===== src/hdl/nfsa_pkg.sv =====
// Shared types and constants for the next-fit slot allocator.
`timescale 1ns / 1ps
`default_nettype none

package nfsa_pkg;

  // Built capacity and field widths
  localparam int MAX_SLOTS    = 256;
  localparam int SLOT_W       = 8;
  localparam int CNT_W        = 9;
  localparam int REC_W        = 16;
  localparam int OFS_W        = 24;
  localparam int HEADER_BYTES = 16;  // four 32-bit words ahead of the map

  // Request function codes
  localparam logic [1:0] FUNC_ALLOC = 2'd0;
  localparam logic [1:0] FUNC_FREE  = 2'd1;
  localparam logic [1:0] FUNC_ADDR  = 2'd2;
  localparam logic [1:0] FUNC_CLEAR = 2'd3;

  // Result status codes
  localparam logic [1:0] STAT_OK       = 2'd0;
  localparam logic [1:0] STAT_ALL_USED = 2'd1;
  localparam logic [1:0] STAT_NO_FREE  = 2'd2;
  localparam logic [1:0] STAT_RANGE    = 2'd3;

  // Configuration register indexes
  localparam logic [1:0] CFG_SLOT_COUNT   = 2'd0;
  localparam logic [1:0] CFG_RECORD_BYTES = 2'd1;

  // Operation broadcast to every cell
  typedef enum logic [2:0] {
    CELL_HOLD,
    CELL_LOAD,
    CELL_SHIFT,
    CELL_SET,
    CELL_CLEAR,
    CELL_CLEAR_ALL
  } cell_op_t;

  typedef struct packed {
    cell_op_t          op;
    logic [SLOT_W-1:0] idx;   // slot addressed by load, clear and lookup
    logic [SLOT_W-1:0] last;  // highest live slot, where the token wraps
    logic              wrap;  // token re-enters at slot 0
  } cell_ctrl_t;

endpackage

`default_nettype wire


===== src/hdl/nfsa_cell.sv =====
// One slot cell: busy bit plus the scan token handed to the next cell.
`timescale 1ns / 1ps
`default_nettype none

module nfsa_cell
  import nfsa_pkg::*;
#(
  parameter int IDX = 0
) (
  input  wire logic       clk,
  input  wire logic       rst_n,
  input  wire cell_ctrl_t ctrl,
  input  wire logic       tok_in,
  output logic            tok_out,
  output logic            hit,
  output logic            busy_at
);

  localparam logic [SLOT_W-1:0] MY_IDX = SLOT_W'(IDX);

  logic busy_r, busy_nxt;
  logic tok_r, tok_nxt;
  logic addressed;

  assign addressed = (ctrl.idx == MY_IDX);

  // Next state per broadcast operation
  always_comb begin
    busy_nxt = busy_r;
    tok_nxt  = tok_r;
    unique case (ctrl.op)
      CELL_HOLD: ;
      CELL_LOAD:  tok_nxt = addressed;
      CELL_SHIFT: tok_nxt = tok_in;
      CELL_SET: begin
        busy_nxt = busy_r | tok_r;
        tok_nxt  = 1'b0;
      end
      CELL_CLEAR: busy_nxt = busy_r & ~addressed;
      CELL_CLEAR_ALL: begin
        busy_nxt = 1'b0;
        tok_nxt  = 1'b0;
      end
      default: ;
    endcase
  end

  always_ff @(posedge clk) begin
    if (!rst_n) begin
      busy_r <= 1'b0;
      tok_r  <= 1'b0;
    end else begin
      busy_r <= busy_nxt;
      tok_r  <= tok_nxt;
    end
  end

  // Token stops at the last live slot; the controller wraps it
  assign tok_out = tok_r & (MY_IDX != ctrl.last);
  assign hit     = tok_r & ~busy_r;
  assign busy_at = busy_r & addressed;

endmodule

`default_nettype wire

===== config.mk =====
export PLATFORM = sky130hd
export DESIGN_NAME = nfsa_cell
export DESIGN_NICKNAME = d
export VERILOG_FILES = /design/src/hdl/nfsa_pkg.sv /design/src/hdl/nfsa_cell.sv
export SDC_FILE = /design/constraint.sdc
export NUM_CORES = 1
export LEC_CHECK = 0
export ABC_AREA = 1
export BUFFER_PORTS_ARGS = -buffer_cell sky130_fd_sc_hd__buf_2
export CAP_MARGIN = 20
export CORE_AREA = 2 2 39 41
export DETAILED_ROUTE_END_ITERATION = 6
export DIE_AREA = 0 0 41 43
export PLACE_DENSITY = 0.5
export RECOVER_POWER = 100
export SYNTH_ARGS = -nofsm -noshare
export SYNTH_HDL_FRONTEND = slang
export SYNTH_SLANG_ARGS = --single-unit

===== constraint.sdc =====
create_clock -name clk -period 0.8 [get_ports clk]
set_input_delay 0.16 -clock clk [delete_from_list [all_inputs] [get_ports clk]]
set_output_delay 0.16 -clock clk [all_outputs]
set_load 0.02 [all_outputs]

==> implementation parameters, run 1 <==
Parameter                              Value

Placed design
  Post-detailed-placement half-perimeter wirelength ... 521 um
  Placer congestion estimate ... 0.736
  Count of buffers inserted at the top-level ports ... 24

Worst setup path
  Signal arrival time at the worst endpoint ... 0.85 ns
  Kind of cell adding the most delay to the critical path ... flip-flops
  Critical path's slowest cell ... dfxtp_2
  Combined buffer and inverter count along the critical path ... 2
  Largest fanout of any net on the critical path ... 2
  Critical path data required time ... 0.64 ns
  Critical path start-end classification ... reg2out
  Chain of cells forming the critical path ... inv_2, nor3_4, buf_6
  Category of the worst setup path launch point ... flip-flop
  Crit-path max cell delay ... 0.33 ns
  Type of destination of the critical path ... output port

Clocking
  TritonCTS clock tree ... done
  Max clock buf depth ... 2
  H-tree Lvls ... 1
  Root Buffer Master ... clkbuf_4
  Clock Latency Late Sink ... 0.23 ns
  Number of clock buffers inserted by TritonCTS ... 3
  Clk sinks ... 2
  Hold_buf cts ... 0
  Clock slew at the register clock pins of the worst setup and hold paths ... 0.03 ns

Synth
  Average cell area after synthesis ... 5.10 um2
  Post-Syn Area ... 209 um2
  Nets in the synthesized netlist ... 64
  Number of distinct library cells after synthesis ... 13
  Number of cells produced by synthesis ... 41
  Yosys warning count ... 0
  Portion of the post-synthesis area used by sequential elements ... 19.2%
  Seq cells post-synth ... 2

Final layout
  Most common library cell in the layout ignoring fill and taps ... buf_2
  Antenna Cells ... 0
  Area added between synthesis and finish ... 118%
  Nets@finish ... 96
  Storage cell area ... 45.0 um2
  Count of filler cells inserted in the layout ... 164
  Most frequent cells in the layout ... buf_2 (21), nor2_1 (12), nand2_1 (9), buf_6 (5), inv_2 (4)
  Final Util ... 32.9%
  Layout cell share with drive strength beyond 1 ... 62.0%
  Area used by multi-input combinational logic ... 176 um2

Timing
  Final min period ... 1.01 ns
  Worst setup margin ... -0.207 ns
  Number of pins with negative max-slew slack in the final report ... 0
  Fmax achieved ... 0.993 GHz
  Worst-margin pin slew ... 0.148 ns
  Worst Hold Margin ... 0.178 ns
  Setup skew after layout ... 0.00196 ns
  Final number of hold-violating endpoints ... 0
  Worst relative slew slack ... 90.0%
  Fraction of the cycle the final worst path needs ... 126%
  Final setup violation count ... 4
  RSZ-0062 raised after global routing ... true

Min path
  Hold WC Path Type ... in2reg

Floorplan
  Core region area ... 1380 um2
  Number of top-level pins ... 26
  Area of the die ... 1760 um2
  Initial Utilization ... 15.1%
  Overall die width ... 41 um
  Chip Height ... 43 um
  Number of placement rows ... 14

Global routing
  Largest net degree at the start of global routing ... 6
  Number of antenna violations at the first check in global routing ... 0
  Number of global-route vias before repair ... 258
  Global-route wire length before repair ... 890 um
  Leftover overflow at the end of global routing ... 0
  Overall routing resource usage ... 7.62%

Power and ir drop
  Power density cells ... 1050 nW/um2
  Leakage power total ... 0.239 nW
  Total power consumption of the routed design ... 0.479 mW
  Worst voltage drop across the vdd grid ... 0.000190 V

Detailed routing
  Violation count after the first detailed-route iteration ... 1
  Total via count in the routed design ... 342
  Post-Route WL ... 652 um
  Ratio of routed vias to standard cells ... 3.93
  Mean routed wirelength per cell ... 7.49 um
  Antenna Violating Nets Remaining ... 0
  Initial DRT Pass Iterations ... 4
  Drt drc ... 0

Outcome
  Failing checks ... negative setup slack
  Outcome ... finished, violations left

Flow run
  Count of maximum capacitance violations ... 0
[stage by stage]
step	setup TNS, ns	cells	setup WS (ns)	instance area [um2]
after floorplan	0	41	0.00454	223
after global placement	-0.448	82	-0.174	370
after detailed placement	-0.470	82	-0.184	370
after CTS	-0.675	87	-0.224	440
after global routing	-0.878	87	-0.261	455
final	-0.681	87	-0.207	455
[flip-flops by register name, summed over array words and instances, names as in the netlist]
register / flops
busy_r: 1
tok_r: 1
[timing repair]
| action | in CTS | in global routing |
|---|---|---|
| gates resized for setup | 12 | 5 |
| buffers inserted | 2 | 0 |
| endpoints found under the setup margin | 4 | 5 |
| pin swaps | 2 | 5 |
| gates cloned | 0 | 0 |
[worst min-delay path, stage by stage]
cell     delay, ns
buf_2         0.11
nand2_1       0.07
a21oi_2       0.03
[per-layer routing]
layer	share of wire [%]	routed length (um)	vias to the layer above	GRT usage (%)
met2	46	300	18	10.9
met4	0	0	0	8.00
li1	-	-	188	-
met1	42	277	136	8.31
met5	0	0	-	0
met3	11	74	0	1.57
[power by group]
part	internal, mW	switching (mW)
Clock	0.166	0.0629
Sequential	0.103	0.00416
Combinational	0.0796	0.0635
[final timing paths]
path                from       to  slack [ns]  cells after the start
setup reg to reg   tok_r   busy_r       -0.09                      7
hold reg to reg   busy_r   busy_r        0.57                      3
setup / recovery  busy_r  busy_at       -0.21                      3
hold / removal     rst_n    tok_r        0.18                      3
[cells in the mapped netlist]
cell type   n  area share [%]
nand3_1     2             4.8
dfxtp_1     2              19
nor2_1     13              23
nand2_1     9              16
o21ai_0     1             2.4
inv_2       2             3.6
inv_1       4             7.2
a21oi_2     1             4.2
nand4_1     1             3.0
nor2_2      2             6.0
a21oi_1     1             2.4
nor3_1      2             4.8
and2_1      1             3.0
[cells by family after synthesis]
family / synth area share, %
DFF: 19.2
and+or+nand+nor: 61.1
buffers and inverters: 10.8
AOI/OAI and AO/OA: 8.98
[cell type report]
class / count / share of cell area (%)
clock buffer: 3 / 4.95
inverter: 6 / 4.95
multi-input combinational: 33 / 38.7
sequential: 2 / 9.89
tap: 16 / 4.40
timing repair buffer: 27 / 37.1
Note: power is estimated with default switching activity, not from simulation.
==> run 2, diff against run 1 <==
CTS_CLUSTER_DIAMETER = 30   (was unset)
SETUP_SLACK_MARGIN = 0.5   (was unset)
==> run 2 against run 1 <==
Net effect: the flow still finishes with violations (negative setup slack); sequential power hardly changed; first-iteration DRC count grew to 4.0 times the previous value; register-to-register slack hardly changed; setup slack worse by 0.017 ns; utilization is 1.2 points higher; via count is 1.2% lower; design area is 3.6% higher; sequential share of layout area is 0.87 points lower; hold slack better by 0.0044 ns; clock skew is 0.0017 ns lower; critical path depth stayed put; clock power is 2% lower; critical path type unchanged.
==> implementation parameters, run 2 (synthesis gave the netlist of run 1 again) <==
Parameter                              Value

Min path
  HP Start ... rst_n
  Hold depth ... 3
  Hold WC Path Type ... in2reg
  Hold-critical path endpoint ... tok_r

Placed design
  Placer congestion estimate ... 0.813
  Pre-CTS setup slack ... -0.144 ns
  Post-detailed-placement half-perimeter wirelength ... 507 um
  Count of buffers inserted at the top-level ports ... 24

Clocking
  Max clock buf depth ... 2
  Clock Latency Late Sink ... 0.22 ns
  Clock slew at the register clock pins of the worst setup and hold paths ... 0.03 ns
  TritonCTS clock tree ... done
  H-tree Lvls ... 1
  Root Buffer Master ... clkbuf_4
  Hold_buf cts ... 0
  Clk sinks ... 2
  Number of clock buffers inserted by TritonCTS ... 3

Worst setup path
  Critical path data required time ... 0.64 ns
  Kind of cell adding the most delay to the critical path ... flip-flops
  R2R cell count ... 7
  Endpoint of the worst-slack reg-to-reg timing path ... busy_r
  Critical path start-end classification ... reg2out
  Chain of cells forming the critical path ... inv_2, nor3_4, buf_6
  Largest fanout of any net on the critical path ... 3
  Type of destination of the critical path ... output port
  Combined buffer and inverter count along the critical path ... 2
  Critical path's slowest cell ... dfxtp_2
  Signal arrival time at the worst endpoint ... 0.86 ns
  Category of the worst setup path launch point ... flip-flop
  Crit-path max cell delay ... 0.34 ns
  Start of the worst register-to-register path ... tok_r
  FF-to-FF setup slack ... -0.08 ns

Final layout
  Count of filler cells inserted in the layout ... 150
  Antenna Cells ... 0
  Most frequent cells in the layout ... buf_2 (21), nor2_1 (7), nand2_1 (7), nor2_2 (6), buf_6 (4)
  Largest registers ... busy_r: 1 flops, tok_r: 1 flops
  Layout cell share with drive strength beyond 1 ... 70.0%
  Area added between synthesis and finish ... 126%
  Nets@finish ... 95
  Most common library cell in the layout ignoring fill and taps ... buf_2

Power and ir drop
  Leakage power total ... 0.238 nW
  Worst voltage drop across the vdd grid ... 0.000335 V
  Total power consumption of the routed design ... 0.492 mW
  Power density cells ... 1040 nW/um2

Timing
  Final number of hold-violating endpoints ... 0
  Worst relative slew slack ... 83.8%
  Final setup violation count ... 5
  Worst Hold Margin ... 0.183 ns
  Worst-margin pin slew ... 0.242 ns
  Fmax achieved ... 0.976 GHz
  RSZ-0062 raised after global routing ... true
  Worst setup margin ... -0.224 ns
  Final min period ... 1.02 ns
  Setup skew after layout ... 0.000303 ns
  Fraction of the cycle the final worst path needs ... 128%
  Number of pins with negative max-slew slack in the final report ... 0

Outcome
  Outcome ... finished, violations left
  Failing checks ... negative setup slack

Floorplan
  Core region area ... 1380 um2
  Number of placement rows ... 14
  Number of top-level pins ... 26
  Overall die width ... 41 um
  Initial Utilization ... 15.1%
  Chip Height ... 43 um
  Area of the die ... 1760 um2

Detailed routing
  Antenna Violating Nets Remaining ... 0
  Drt drc ... 0
  Total via count in the routed design ... 338
  Initial DRT Pass Iterations ... 3
  Ratio of routed vias to standard cells ... 3.93
  Mean routed wirelength per cell ... 7.16 um
  Post-Route WL ... 616 um
  Violation count after the first detailed-route iteration ... 4

Global routing
  Leftover overflow at the end of global routing ... 0
  Number of antenna violations at the first check in global routing ... 0
  Overall routing resource usage ... 9.42%
  Global-route wire length before repair ... 1.10 mm
  Largest net degree at the start of global routing ... 6
  Number of global-route vias before repair ... 329

Flow run
  Count of maximum capacitance violations ... 0
## run 2: changes by cell type in the layout (fill, tap and decap cells not counted), sizes merged
cell  delta
buf      -1
## run 2: metal layers
layer	vias to the layer above	global-route usage (%)	part of all wire, %
li1	185	-	-
met5	-	0	0
met1	133	9.90	35
met4	0	12.0	0
met3	0	0	12
met2	20	14.1	52
## run 2: metrics by stage
step,instance area [um2],setup TNS (ns),std cells,util [%]
5_1_grt,472,-0.976,86,34.1
4_1_cts,453,-0.634,85,32.7
3_3_place_gp,395,-0.343,81,28.6
3_5_place_dp,395,-0.333,81,28.6
2_1_floorplan,255,0,41,-
6_report,472,-0.657,86,34.1
## run 2: layout make-up
class | instances | area (um2) | share of cell area [%]
clock buffer | 3 | 22.5 | 4.77
inverter | 6 | 22.5 | 4.77
multi-input combinational | 33 | 206 | 43.8
sequential | 2 | 42.5 | 9.02
tap | 16 | 20.0 | 4.24
timing repair buffer | 26 | 158 | 33.4
## run 2: worst max-delay path by stage
stage | endpoint | cells past startpoint | start | slack [ns]
after floorplan | busy_at | 3 | ctrl[13] | 0.04
after global placement | busy_at | 5 | ctrl[13] | -0.15
after detailed placement | busy_at | 5 | ctrl[13] | -0.14
after CTS | busy_at | 3 | busy_r | -0.24
after global routing | busy_at | 3 | busy_r | -0.28
final | busy_at | 3 | busy_r | -0.22
## run 2: power by group
group,internal (mW),switching (mW)
logic,0.0848,0.0745
clock network,0.166,0.0598
registers,0.105,0.00278
## run 2: worst min-delay path, cell delays in order
cell     delay (ns)
buf_2          0.10
nand2_1        0.07
a21oi_2        0.03
## run 2: what timing repair did
action / 4_1_cts / 5_1_grt
buffers inserted: 1 / 1
pin swaps: 3 / 7
gates resized for setup: 8 / 2
setup endpoints to repair: 5 / 5
